File: config.mk
export PLATFORM = sky130hd
export DESIGN_NAME = two_wheel_odometry_update_unit
export DESIGN_NICKNAME = d
export VERILOG_FILES = /design/src/sv/odo_pkg.sv /design/src/sv/odo_mul.sv /design/src/sv/odo_core.sv /design/src/sv/two_wheel_odometry_update_unit.sv
export SDC_FILE = /design/constraint.sdc
export NUM_CORES = 2
export LEC_CHECK = 0
export BUFFER_PORTS_ARGS = -buffer_cell sky130_fd_sc_hd__buf_4
export CAP_MARGIN = 30
export CORE_MARGIN = 2
export CORE_UTILIZATION = 65
export CTS_BUF_LIST = sky130_fd_sc_hd__clkbuf_16
export DETAILED_ROUTE_END_ITERATION = 8
export PLACE_DENSITY_LB_ADDON = 0.3
export REMOVE_ABC_BUFFERS = 1
export SYNTH_ARGS = -nofsm -noshare
export SYNTH_HDL_FRONTEND = slang
export SYNTH_HIERARCHICAL = 1
export SYNTH_SLANG_ARGS = --single-unit
export TNS_END_PERCENT = 50
File: constraint.sdc
create_clock -name clk -period 14.35 [get_ports clk]
set_input_delay 2.1525 -clock clk [delete_from_list [all_inputs] [get_ports clk]]
set_output_delay 2.1525 -clock clk [all_outputs]
set_load 0.02 [all_outputs]
File: src/sv/odo_pkg.sv
`timescale 1ns / 1ps
`default_nettype none
// ----------------------------------------------------------------------------
// odo_pkg
// Shared types and constants of the two-wheel odometry update unit.
// ----------------------------------------------------------------------------
package odo_pkg;

	localparam int ANGLE_BITS = 16;
	localparam int ANGLE_DROP = (ANGLE_BITS < 16) ? (16 - ANGLE_BITS) : 0;
	localparam logic [15:0] ANGLE_MASK = 16'(17'h10000 - (17'd1 << ANGLE_DROP));

	localparam int MUL_A_W = 38;
	localparam int MUL_B_W = 18;
	localparam int PROD_W  = MUL_A_W + MUL_B_W;

	localparam logic [2:0] REG_MOUNT_A = 3'd0;
	localparam logic [2:0] REG_MOUNT_B = 3'd1;
	localparam logic [2:0] REG_OFF_A   = 3'd2;
	localparam logic [2:0] REG_OFF_B   = 3'd3;
	localparam logic [2:0] REG_INV_SIN = 3'd4;
	localparam logic [2:0] REG_START_X = 3'd5;
	localparam logic [2:0] REG_START_Y = 3'd6;

	typedef enum logic [1:0] {
		ST_IDLE,
		ST_RUN,
		ST_WRITE
	} state_t;

	typedef struct packed {
		logic [15:0]        mount_a;
		logic [15:0]        mount_b;
		logic signed [31:0] off_a;
		logic signed [31:0] off_b;
		logic signed [15:0] inv_sin;
		logic signed [47:0] start_x;
		logic signed [47:0] start_y;
	} cfg_t;

	typedef struct packed {
		logic        valid;
		logic        restart;
		logic [15:0] heading;
		logic signed [31:0] dist_a;
		logic signed [31:0] dist_b;
	} item_t;

endpackage
`default_nettype wire

File: src/sv/odo_mul.sv
`timescale 1ns / 1ps
`default_nettype none
// ----------------------------------------------------------------------------
// odo_mul
// Shared signed multiplier with a registered product.
// ----------------------------------------------------------------------------
module odo_mul import odo_pkg::*; (
	input  wire logic                      clk,
	input  wire logic signed [MUL_A_W-1:0] a,
	input  wire logic signed [MUL_B_W-1:0] b,
	output logic signed [PROD_W-1:0]       prod_q
);

	always_ff @(posedge clk) begin
		prod_q <= PROD_W'(a) * PROD_W'(b);
	end

endmodule
`default_nettype wire

File: src/sv/odo_core.sv
`timescale 1ns / 1ps
`default_nettype none
// ----------------------------------------------------------------------------
// odo_core
// Step sequencer around the shared multiplier: turn correction, four sine
// evaluations, rotation, scaling and saturating accumulation.
// ----------------------------------------------------------------------------
module odo_core import odo_pkg::*; (
	input  wire logic          clk,
	input  wire logic          arst_n,
	input  wire cfg_t          cfg,
	input  wire item_t         item,
	output logic               in_ready,
	output logic               res_valid,
	input  wire logic          res_ready,
	output logic signed [47:0] acc_x_q,
	output logic signed [47:0] acc_y_q
);

	localparam logic [4:0] STEP_CORR_A = 5'd0;
	localparam logic [4:0] STEP_CORR_B = 5'd1;
	localparam logic [4:0] STEP_SIN_0  = 5'd2;
	localparam logic [4:0] STEP_SIN_E  = 5'd17;
	localparam logic [4:0] STEP_STORE0 = 5'd6;
	localparam logic [4:0] STEP_PROJ0  = 5'd18;
	localparam logic [4:0] STEP_PROJ1  = 5'd19;
	localparam logic [4:0] STEP_PROJ2  = 5'd20;
	localparam logic [4:0] STEP_PROJ3  = 5'd21;
	localparam logic [4:0] STEP_SCL_X  = 5'd22;
	localparam logic [4:0] STEP_SCL_Y  = 5'd23;
	localparam logic [4:0] STEP_LAST   = 5'd24;

	localparam logic signed [49:0] POS_MAX = 50'sh0_7FFF_FFFF_FFFF;
	localparam logic signed [49:0] POS_MIN = -50'sh0_8000_0000_0000;

	state_t state_q, state_n;
	logic [4:0] step_q;

	logic [15:0]        hd_q, last_h_q;
	logic signed [31:0] wa_q, wb_q, last_a_q, last_b_q;
	logic signed [15:0] dh_q;
	logic signed [33:0] da_q, db_q;
	logic [14:0]        z2_q;
	logic               neg_q;
	logic signed [16:0] sin_q [4];
	logic signed [PROD_W-1:0] psum_q;
	logic signed [34:0] sx_q, sy_q;

	logic signed [MUL_A_W-1:0] mul_a;
	logic signed [MUL_B_W-1:0] mul_b;
	logic signed [PROD_W-1:0]  prod_q;

	logic [4:0]  sidx;
	logic [1:0]  sj, sm;
	logic [15:0] ang;
	logic [14:0] zv;
	logic signed [MUL_B_W-1:0] t14;
	logic signed [PROD_W-1:0]  corr_w, sx_w, sy_w, dx_w, dy_w;
	logic signed [33:0] corr;
	logic signed [16:0] r17;
	logic signed [49:0] sum_x, sum_y;
	logic in_fire, sine_step, store_step;

	odo_mul u_mul (
		.clk   (clk),
		.a     (mul_a),
		.b     (mul_b),
		.prod_q(prod_q)
	);

	always_comb begin
		state_n = state_q;
		case (state_q)
			ST_IDLE:  if (item.valid) state_n = item.restart ? ST_WRITE : ST_RUN;
			ST_RUN:   if (step_q == STEP_LAST) state_n = ST_WRITE;
			ST_WRITE: if (res_ready) state_n = ST_IDLE;
			default:  state_n = ST_IDLE;
		endcase
	end

	always_comb begin
		in_ready  = (state_q == ST_IDLE);
		res_valid = (state_q == ST_WRITE);
	end

	assign in_fire    = in_ready && item.valid;
	assign sidx       = step_q - STEP_SIN_0;
	assign sj         = sidx[3:2];
	assign sm         = sidx[1:0];
	assign sine_step  = (step_q inside {[STEP_SIN_0:STEP_SIN_E]});
	assign store_step = (step_q inside {[STEP_STORE0:STEP_PROJ0]}) && (sm == 2'd0);

	always_comb begin
		ang = hd_q + (((sj == 2'd0) || (sj == 2'd3)) ? cfg.mount_b : cfg.mount_a)
			+ (sj[1] ? 16'h4000 : 16'h0000);
		ang = ang & ANGLE_MASK;
		zv  = ang[14] ? (15'h4000 - {1'b0, ang[13:0]}) : {1'b0, ang[13:0]};
	end

	assign t14    = MUL_B_W'(prod_q >>> 14);
	assign r17    = 17'(prod_q >>> 14);
	assign corr_w = (prod_q + PROD_W'(32768)) >>> 16;
	assign corr   = 34'(corr_w);
	assign sx_w   = (psum_q - prod_q + PROD_W'(16384)) >>> 15;
	assign sy_w   = (prod_q - psum_q + PROD_W'(16384)) >>> 15;
	assign dx_w   = (prod_q + PROD_W'(2048)) >>> 12;
	assign dy_w   = dx_w;
	assign sum_x  = 50'(acc_x_q) + 50'(dx_w);
	assign sum_y  = 50'(acc_y_q) + 50'(dy_w);

	always_comb begin
		mul_a = '0;
		mul_b = '0;
		if (sine_step) begin
			case (sm)
				2'd0: begin mul_a = MUL_A_W'(zv); mul_b = MUL_B_W'(zv); end
				2'd1: begin mul_a = MUL_A_W'(t14); mul_b = MUL_B_W'(2285); end
				2'd2: begin mul_a = MUL_A_W'(z2_q); mul_b = MUL_B_W'(20954) - t14; end
				default: begin mul_a = MUL_A_W'(zv); mul_b = MUL_B_W'(51437) - t14; end
			endcase
		end else begin
			case (step_q)
				STEP_CORR_A: begin mul_a = MUL_A_W'(cfg.off_a); mul_b = MUL_B_W'(dh_q); end
				STEP_CORR_B: begin mul_a = MUL_A_W'(cfg.off_b); mul_b = MUL_B_W'(dh_q); end
				STEP_PROJ0: begin mul_a = MUL_A_W'(da_q); mul_b = MUL_B_W'(sin_q[0]); end
				STEP_PROJ1: begin mul_a = MUL_A_W'(db_q); mul_b = MUL_B_W'(sin_q[1]); end
				STEP_PROJ2: begin mul_a = MUL_A_W'(da_q); mul_b = MUL_B_W'(sin_q[3]); end
				STEP_PROJ3: begin mul_a = MUL_A_W'(db_q); mul_b = MUL_B_W'(sin_q[2]); end
				STEP_SCL_X: begin mul_a = MUL_A_W'(sx_q); mul_b = MUL_B_W'(cfg.inv_sin); end
				STEP_SCL_Y: begin mul_a = MUL_A_W'(sy_q); mul_b = MUL_B_W'(cfg.inv_sin); end
				default:    begin mul_a = '0; mul_b = '0; end
			endcase
		end
	end

	always_ff @(posedge clk or negedge arst_n) begin
		if (!arst_n) begin
			state_q  <= ST_IDLE;
			step_q   <= '0;
			last_h_q <= '0;
			last_a_q <= '0;
			last_b_q <= '0;
			acc_x_q  <= '0;
			acc_y_q  <= '0;
		end else begin
			state_q <= state_n;
			if (state_q == ST_RUN) step_q <= step_q + 5'd1;
			else step_q <= '0;
			if (in_fire && item.restart) begin
				acc_x_q  <= cfg.start_x;
				acc_y_q  <= cfg.start_y;
				last_a_q <= '0;
				last_b_q <= '0;
			end
			if (state_q == ST_RUN) begin
				if (step_q == STEP_SCL_Y) begin
					if (sum_x > POS_MAX) acc_x_q <= 48'(POS_MAX);
					else if (sum_x < POS_MIN) acc_x_q <= 48'(POS_MIN);
					else acc_x_q <= 48'(sum_x);
				end
				if (step_q == STEP_LAST) begin
					if (sum_y > POS_MAX) acc_y_q <= 48'(POS_MAX);
					else if (sum_y < POS_MIN) acc_y_q <= 48'(POS_MIN);
					else acc_y_q <= 48'(sum_y);
					last_h_q <= hd_q;
					last_a_q <= wa_q;
					last_b_q <= wb_q;
				end
			end
		end
	end

	always_ff @(posedge clk) begin
		if (in_fire) begin
			hd_q <= item.heading;
			wa_q <= item.dist_a;
			wb_q <= item.dist_b;
			dh_q <= item.heading - last_h_q;
		end
		if (state_q == ST_RUN) begin
			if (step_q == STEP_CORR_B) da_q <= 34'(wa_q) - 34'(last_a_q) - corr;
			if (step_q == STEP_SIN_0) db_q <= 34'(wb_q) - 34'(last_b_q) - corr;
			if (sine_step && sm == 2'd0) neg_q <= ang[15];
			if (sine_step && sm == 2'd1) z2_q <= 15'(t14);
			if (store_step) sin_q[sj - 2'd1] <= neg_q ? -r17 : r17;
			if (step_q == STEP_PROJ1 || step_q == STEP_PROJ3) psum_q <= prod_q;
			if (step_q == STEP_PROJ2) sx_q <= 35'(sx_w);
			if (step_q == STEP_SCL_X) sy_q <= 35'(sy_w);
		end
	end

	assert property (@(posedge clk) disable iff (!arst_n)
		(state_q == ST_RUN && step_q == STEP_LAST) |=> (state_q == ST_WRITE))
		else $error("sequence did not end in write");

	assert property (@(posedge clk) disable iff (!arst_n)
		(state_q == ST_RUN) |-> (step_q <= STEP_LAST))
		else $error("step counter overran");

	assert property (@(posedge clk) disable iff (!arst_n)
		(res_valid && !res_ready) |=> ($stable(acc_x_q) && $stable(acc_y_q)))
		else $error("position changed while result held");

	assert property (@(posedge clk) disable iff (!arst_n)
		(state_q == ST_RUN) |-> !in_ready)
		else $error("input taken during sequence");

endmodule
`default_nettype wire

File: src/sv/two_wheel_odometry_update_unit.sv
`timescale 1ns / 1ps
`default_nettype none
// ----------------------------------------------------------------------------
// two_wheel_odometry_update_unit
// Dead-reckoning position tracker from gyro heading and two measuring wheels.
//
// channel   dir   payload
// s_axis    in    tdata heading/wheel_a/wheel_b, tuser req_type
// m_axis    out   tdata pos_x/pos_y
// cfg       in    we, index, data (write only)
//
// A sample is taken, runs 25 steps through the shared multiplier (turn
// corrections, four sine polynomials, rotation, scaling), and its position
// goes to the output register. A restart loads the start position instead.
// Reset clears all control state; positions reset to zero.
// A stalled output holds the sequencer until the output register frees.
// ----------------------------------------------------------------------------
module two_wheel_odometry_update_unit import odo_pkg::*; (
	input  wire logic        clk,
	input  wire logic        arst_n,
	input  wire logic        s_axis_tvalid,
	output logic             s_axis_tready,
	input  wire logic [79:0] s_axis_tdata,  // heading, wheel_a_distance, wheel_b_distance
	input  wire logic [0:0]  s_axis_tuser,  // req_type
	output logic             m_axis_tvalid,
	input  wire logic        m_axis_tready,
	output logic [95:0]      m_axis_tdata,  // pos_x, pos_y
	input  wire logic        cfg_we,
	input  wire logic [2:0]  cfg_index,
	input  wire logic [47:0] cfg_data
);

	cfg_t  cfg_q;
	item_t item;
	logic  in_ready, res_valid, res_ready;
	logic signed [47:0] acc_x, acc_y;
	logic out_valid_q;
	logic [95:0] out_data_q;

	always_ff @(posedge clk or negedge arst_n) begin
		if (!arst_n) begin
			cfg_q.mount_a <= 16'd0;
			cfg_q.mount_b <= 16'd16384;
			cfg_q.off_a   <= '0;
			cfg_q.off_b   <= '0;
			cfg_q.inv_sin <= 16'sd4096;
			cfg_q.start_x <= '0;
			cfg_q.start_y <= '0;
		end else if (cfg_we) begin
			case (cfg_index)
				REG_MOUNT_A: cfg_q.mount_a <= cfg_data[15:0];
				REG_MOUNT_B: cfg_q.mount_b <= cfg_data[15:0];
				REG_OFF_A:   cfg_q.off_a   <= cfg_data[31:0];
				REG_OFF_B:   cfg_q.off_b   <= cfg_data[31:0];
				REG_INV_SIN: cfg_q.inv_sin <= cfg_data[15:0];
				REG_START_X: cfg_q.start_x <= cfg_data;
				REG_START_Y: cfg_q.start_y <= cfg_data;
				default: ;
			endcase
		end
	end

	always_comb begin
		item.valid   = s_axis_tvalid;
		item.restart = s_axis_tuser[0];
		item.heading = s_axis_tdata[15:0];
		item.dist_a  = s_axis_tdata[47:16];
		item.dist_b  = s_axis_tdata[79:48];
	end

	odo_core u_core (
		.clk      (clk),
		.arst_n   (arst_n),
		.cfg      (cfg_q),
		.item     (item),
		.in_ready (in_ready),
		.res_valid(res_valid),
		.res_ready(res_ready),
		.acc_x_q  (acc_x),
		.acc_y_q  (acc_y)
	);

	assign s_axis_tready = in_ready;
	assign res_ready     = !out_valid_q || m_axis_tready;

	always_ff @(posedge clk or negedge arst_n) begin
		if (!arst_n) begin
			out_valid_q <= 1'b0;
		end else if (res_ready) begin
			out_valid_q <= res_valid;
		end
	end

	always_ff @(posedge clk) begin
		if (res_valid && res_ready) out_data_q <= {acc_y, acc_x};
	end

	assign m_axis_tvalid = out_valid_q;
	assign m_axis_tdata  = out_data_q;

endmodule
`default_nettype wire
== After elaboration in Yosys (flattened, before gate mapping) ==
Memories as Yosys holds them, arrays and structs flattened.
Index checks and enable logic that the tools add are counted.

* Register bits after elaboration: 844
* Bits in writable memories: 68
* Output and inout port bits: 98
* Word-level logic and storage cells: 155
* Memories: 1

* $add $sub $neg: 22
* Multipliers: 1
* Order comparisons: 8
* Equal/unequal tests: 23
* Mux-type cells: 35
* Reduce and logical (&&, ||, !) cells: 37

{| class="wikitable"
|+ Memories
! name !! words !! width !! read ports !! clocked after Yosys merged registers in !! wr ports !! RTL line !! source
|-
| u_core.sin_q || 4 || 17 || 4 || 0 || 1 || odo_core.sv:45 || <nowiki>logic signed [16:0] sin_q [4];</nowiki>
|}

{| class="wikitable"
|+ Operators by type and width
! cell !! number
|-
| 48-bit two-way mux || 10
|-
| 38-bit one-hot mux with 6 select lines || 1
|-
| 32-bit two-way mux || 6
|-
| 18-bit one-hot mux with 6 select lines || 1
|-
| 50-bit by 16-bit adder with 50-bit output, second input constant || 2
|-
| 50-bit by 48-bit greater-than comparator with 1-bit output, second input constant || 2
|-
| 50-bit by 48-bit less-than comparator with 1-bit output, second input constant || 2
|-
| 50-bit subtractor || 2
|-
| 48-bit by 44-bit adder with 49-bit output || 2
|-
| 38-bit one-hot mux with 2 select lines || 1
|-
| 34-bit subtractor || 2
|-
| 32-bit by 32-bit subtractor with 33-bit output || 2
|-
| 56-bit by 13-bit adder with 56-bit output, second input constant || 1
|-
| 38-bit by 18-bit multiplier with 56-bit output || 1
|-
| 18-bit one-hot mux with 3 select lines || 1
|-
| 50-bit by 17-bit adder with 50-bit output, second input constant || 1
|-
| 38-bit two-way mux || 1
|-
| 5-bit equality test, second input constant || 7
|-
| 16-bit adder || 2
|-
| 15-bit two-way mux || 2
|-
| 2-bit AND reduction || 15
|-
| 18-bit two-way mux || 1
|-
| 16-bit by 18-bit subtractor with 18-bit output, first input constant || 1
|-
| 17-bit by 18-bit subtractor with 18-bit output, first input constant || 1
|-
| 32 further kinds || 59
|}

== Depth between registers and ports, before layout ==
* Word-level depth: 11
* Mapped depth: 47

== Hierarchy ==
The synthesis kept the hierarchy.

{| class="wikitable"
|+ By module, submodules not included
! module !! times used !! cells each !! area each (sq um) !! sequential area each (sq um)
|-
| odo_core || 1 || 4344 || 41994.0 || 15630.0
|-
| odo_mul || 1 || 2786 || 24507.3 || 1121.1
|-
| two_wheel_odometry_update_unit || 1 || 545 || 10709.0 || 8115.3
|}

== Least setup slack after synthesis ==
No wires, ideal clock.

* Path kind: register to register
* From: reg u_core.step_q[2]
* To: reg u_core.u_mul.prod_q[49]
* Setup time: 0.072 ns
* Data arrival time: 10.785 ns
* Data required time: 14.278 ns
* Path slack: 3.493 ns
* Cell stages (with the launch flop): 46
* Path buffers: 5
* Period minus slack after synthesis: 10.857 ns
* Path through: dfrtp_1 inv_1 ha_1 xor2_1 ha_1 clkbuf_1 clkbuf_1 mux2_2 ha_1 ha_1 inv_1 fa_1 nor2b_1 o21a_1 o21a_1 o21ai_0 a21boi_0 o21ai_0 [10 not listed] fa_1 fa_1 fa_1 fa_1 inv_1 fa_1 inv_1 ha_1 buf_6 a211o_1 a21oi_2 or4b_4 o2111ai_2 a21oi_2 o221ai_2 o21ai_1 o41ai_2 xnor2_1

* Word-level cells in the longest chain between the ends: 11
* Elaborated cells between the ends (all ways): 32

{| class="wikitable"
|+ Ends and longest elaborated chain
! item !! RTL line !! source
|-
| from (decl) || odo_core.sv:37 || <nowiki>logic [4:0] step_q;</nowiki>
|-
| from (signal assigned) || odo_core.sv:147 || <nowiki>if (state_q == ST_RUN) step_q <= step_q + 5'd1;</nowiki>
|-
| 4-bit by 2-bit subtractor with 4-bit output || odo_core.sv:87 || <nowiki>assign sidx = step_q - STEP_SIN_0;</nowiki>
|-
| 2-bit equality test / 2-bit zero test (equally long branches) || odo_core.sv:94 || <nowiki>ang = hd_q + (((sj == 2'd0) || (sj == 2'd3)) ? cfg.mount_b : cfg.mount_a)</nowiki>
|-
| 1-bit logical OR || odo_core.sv:94 ||
|-
| 16-bit two-way mux || odo_core.sv:94 ||
|-
| 16-bit adder || odo_core.sv:94 ||
|-
| 16-bit adder || odo_core.sv:95 || <nowiki>+ (sj[1] ? 16'h4000 : 16'h0000);</nowiki>
|-
| 15-bit by 14-bit subtractor with 15-bit output || odo_core.sv:97 || <nowiki>zv = ang[14] ? (15'h4000 - {1'b0, ang[13:0]}) : {1'b0, ang[13:0]};</nowiki>
|-
| 15-bit two-way mux || odo_core.sv:97 ||
|-
| 18-bit one-hot mux with 3 select lines || odo_core.sv:115 || <nowiki>case (sm)</nowiki>
|-
| 18-bit two-way mux * || odo_core.sv:114 || <nowiki>if (sine_step) begin</nowiki>
|-
| via u_core.mul_b[14] || odo_core.sv:50 || <nowiki>logic signed [MUL_B_W-1:0] mul_b;</nowiki>
|-
| 38-bit by 18-bit multiplier with 56-bit output * || odo_mul.sv:15 || <nowiki>prod_q <= PROD_W'(a) * PROD_W'(b);</nowiki>
|-
| to (signal assigned) || odo_mul.sv:15 ||
|-
| to (decl) || odo_mul.sv:11 || <nowiki>output logic signed [PROD_W-1:0] prod_q</nowiki>
|}

Mark *: on every way through the listed nets, which the timed path passes. The rest lies on a longest branch.
A chain may end at the register's enable or synchronous reset.

== Final worst setup path ==
* From: reg u_core.step_q[2]
* To: reg u_core.u_mul.prod_q[55]

* Word-level cells in the longest chain between the ends: 11
* Elaborated cells between the ends (all ways): 32

{| class="wikitable"
|+ Ends and longest elaborated chain
! item !! RTL line !! source
|-
| 4-bit by 2-bit subtractor with 4-bit output || odo_core.sv:87 ||
|-
| 2-bit equality test / 2-bit zero test (equally long branches) || odo_core.sv:94 ||
|-
| 1-bit logical OR || odo_core.sv:94 ||
|-
| 16-bit two-way mux || odo_core.sv:94 ||
|-
| 16-bit adder || odo_core.sv:94 ||
|-
| 16-bit adder || odo_core.sv:95 ||
|-
| 15-bit by 14-bit subtractor with 15-bit output || odo_core.sv:97 ||
|-
| 15-bit two-way mux || odo_core.sv:97 ||
|-
| 38-bit one-hot mux with 2 select lines || odo_core.sv:115 ||
|-
| 38-bit two-way mux * || odo_core.sv:114 ||
|-
| via u_core.mul_a[10] || odo_core.sv:49 || <nowiki>logic signed [MUL_A_W-1:0] mul_a;</nowiki>
|-
| 38-bit by 18-bit multiplier with 56-bit output * || odo_mul.sv:15 ||
|}

Marks and branches as above.

==> impl_metrics.tcl <==
set metrics [dict create \
    status "finished clean" \
    slowest_stage "ha_1" \
    finalHoldViolCount 0 \
    layout.nets 9173 \
    slew_violations 0 \
    post-route-util 0.711 \
    cts_tree "done" \
    clock_latency_ns 0.74 \
    wl_met3_um 27100 \
    postCtsSetupBuffers 0 \
    place_inst 9190 \
    clockBufferDepth 3 \
    min_to "u_core/psum_q[10]$_DFFE_PP_" \
    dr_wl_met2_um 106000 \
    antenna_found_initial 9 \
    vias_per_cell 6.31 \
    rsz0062_at_grt "false" \
    cp_data_arrival_time_ns 13.40 \
    syn_inst 7675 \
    grt_max_degree 88 \
    dp_hpwl_um 176000 \
    syn_area_mm2 0.0772 \
    register_area_mm2 0.0249 \
    yosysSeqAreaShare 0.322 \
    cts_resized 0 \
    worstHoldPathType "reg2reg" \
    drt_iter0_drc 7001 \
    cts_root_buffer "clkbuf_16" \
    crit_path_max_fanout 18 \
    setup_tns_ns 0 \
    rr_endpoint "u_core/u_mul/prod_q[55]$_DFF_P_" \
    cts_buffers 97 \
    async_flop_share 0.430 \
    area_delta_synth_final_pct 8.53 \
    drc 0 \
    setup_viol 0 \
    die_w_um 349 \
    synth_area_leader_cell "fa_1" \
    mostFrequentLayoutCell "inv_1" \
    path_clk_slew_ns 0.06 \
    ys_warn_count 6 \
    yosysTopAreaCellShare 0.187 \
    worst-path-buf-inv 6 \
    grt_overflow 0 \
    synth_area_leaders "fa_1 19%, edfxtp_1 18%, dfrtp_1 13%" \
    r2r_cells 41 \
    start_util 0.655 \
    syn_avg_cell_area_um2 10.1 \
    ios 235 \
    cts_num_sinks 912 \
    period_needed_ns 12.83 \
    whs_path_depth 0 \
    design.core.area_mm2 0.118 \
    ys.flop_type "edfxtp_1" \
    grt_pass1_vias 60100 \
    stdcell_count 9382 \
    die_h_um 349 \
    clock-skew-final_ns 0.0557 \
    vias 59200 \
    synth_cell_types 117 \
    fillers 8751 \
    htreeDepth 3 \
    slew_headroom 0.222 \
    met1Wirelength_um 91500 \
    worstHoldStart "u_core/u_mul/prod_q[10]$_DFF_P_" \
    dp_slack_ns 1.78 \
    portBuffers 234 \
    multi_input_area_mm2 0.0466 \
    final_cell_mix "1184 x inv_1, 861 x nand2_1, 720 x fa_1" \
    cp.required_ns 14.93 \
    drt_first_pass_iters 9 \
    crit_path_end_kind "register" \
    cts_hold_buffers 0 \
    critical-path-max-stage-delay_ns 0.67 \
    maxCapViolCount 0 \
    worstSetupStartpointType "register" \
    synth_edf_count 464 \
    grtUsageTotal 0.387 \
    drive_above_1_share 0.110 \
    detail-route-antenna-nets 0 \
    row_count 126 \
    setup_slack_ns 1.52 \
    fin_crit_sh 0.894 \
    routed_wl_um 235000 \
    tightestPinTransition_ns 1.17 \
    grt_pass1_wl_um 356000 \
    gp_congestion 1.03 \
    fmax_ghz 0.0780 \
    post_drt_wl_per_cell_um 25.1 \
    criticalPathCategory "reg2reg" \
    cpLargestDelayFamily "adder cells" \
    r2r_slack_ns 1.52 \
    r2r-start "u_core/step_q[2]$_DFF_PN0_" \
    synth_seq_cells 912 \
    fp.dieArea_mm2 0.122 \
    routed.top_layer "met5" \
    critPathMostFrequentCell "fa_1" \
]
flip-flops by register name (all words and copies together), names as in the netlist, 32 cells and up:
signal,flops
cfg_q,208
m_axis_tdata,96
u_core/acc_x_q,48
u_core/acc_y_q,48
u_core/da_q,34
u_core/db_q,34
u_core/last_a_q,32
u_core/last_b_q,32
u_core/psum_q,50
u_core/sin_q,68
u_core/sx_q,35
u_core/sy_q,35
u_core/u_mul/prod_q,56
u_core/wa_q,32
u_core/wb_q,32
logic make-up after synthesis:
kind of cell,after synthesis,share of synthesized area
xor+xnor,404,0.0458
compound gates,1339,0.118
fa+ha+maj,1277,0.277
buf+inv,1528,0.0769
flops,912,0.322
mux,312,0.0441
simple gates,1903,0.116
layer usage:
layer,up-vias,track usage
li1,25900,-
met1,29400,0.522
met2,3362,0.600
met3,622,0.0992
met4,4,0.156
met5,-,0
final cells by class:
type | instances | share of cell area
clock inverter | 86 | 0.0102
tap | 1536 | 0.0229
clock buffer | 97 | 0.0290
timing repair buffer | 332 | 0.0321
inverter | 1181 | 0.0530
sequential | 912 | 0.297
antenna | 3 | 0.0000896
multi-input combinational | 5235 | 0.556
worst max path at each step:
stage                                from                              end  slack, ns  cells after the start
4_1_cts        u_core/step_q[2]$_DFF_PN0_  u_core/u_mul/prod_q[55]$_DFF_P_       1.61                     40
5_1_grt        u_core/step_q[2]$_DFF_PN0_  u_core/u_mul/prod_q[55]$_DFF_P_       1.04                     41
6_report       u_core/step_q[2]$_DFF_PN0_  u_core/u_mul/prod_q[55]$_DFF_P_       1.52                     41
2_1_floorplan  u_core/step_q[2]$_DFF_PN0_  u_core/u_mul/prod_q[49]$_DFF_P_       2.43                     37
3_5_place_dp   u_core/step_q[2]$_DFF_PN0_  u_core/u_mul/prod_q[55]$_DFF_P_       1.78                     40
3_3_place_gp   u_core/step_q[2]$_DFF_PN0_  u_core/u_mul/prod_q[48]$_DFF_P_       1.86                     38
metrics by stage:
step / hold slack [ns] / area, µm²
after global placement: 0.437 / 80200
final: 0.471 / 83800
after global routing: 0.488 / 83800
after CTS: 0.465 / 83600
after detailed placement: 0.453 / 80400
after floorplan: 0.423 / 75700
synthesized netlist by cell type (43+ instances only):
cell type  count
inv_1       1173
nand2_1      862
fa_1         720
ha_1         557
edfxtp_1     464
dfrtp_1      390
nor2_1       319
xnor2_1      301
a21oi_1      298
clkbuf_1     283
o21ai_0      262
mux2_2       218
and2_1       213
a21o_1       142
xor2_1       103
nand3_1       95
mux2i_1       89
a222oi_1      81
nor3_1        78
o21a_1        60
and3_1        58
dfxtp_1       56
nand4_1       56
nor2b_1       55
o22ai_1       49
a31oi_1       43
Power is left out: the tool's default activity adds up to more than one toggle a clock period on the data nets, which glitch-free logic cannot reach.
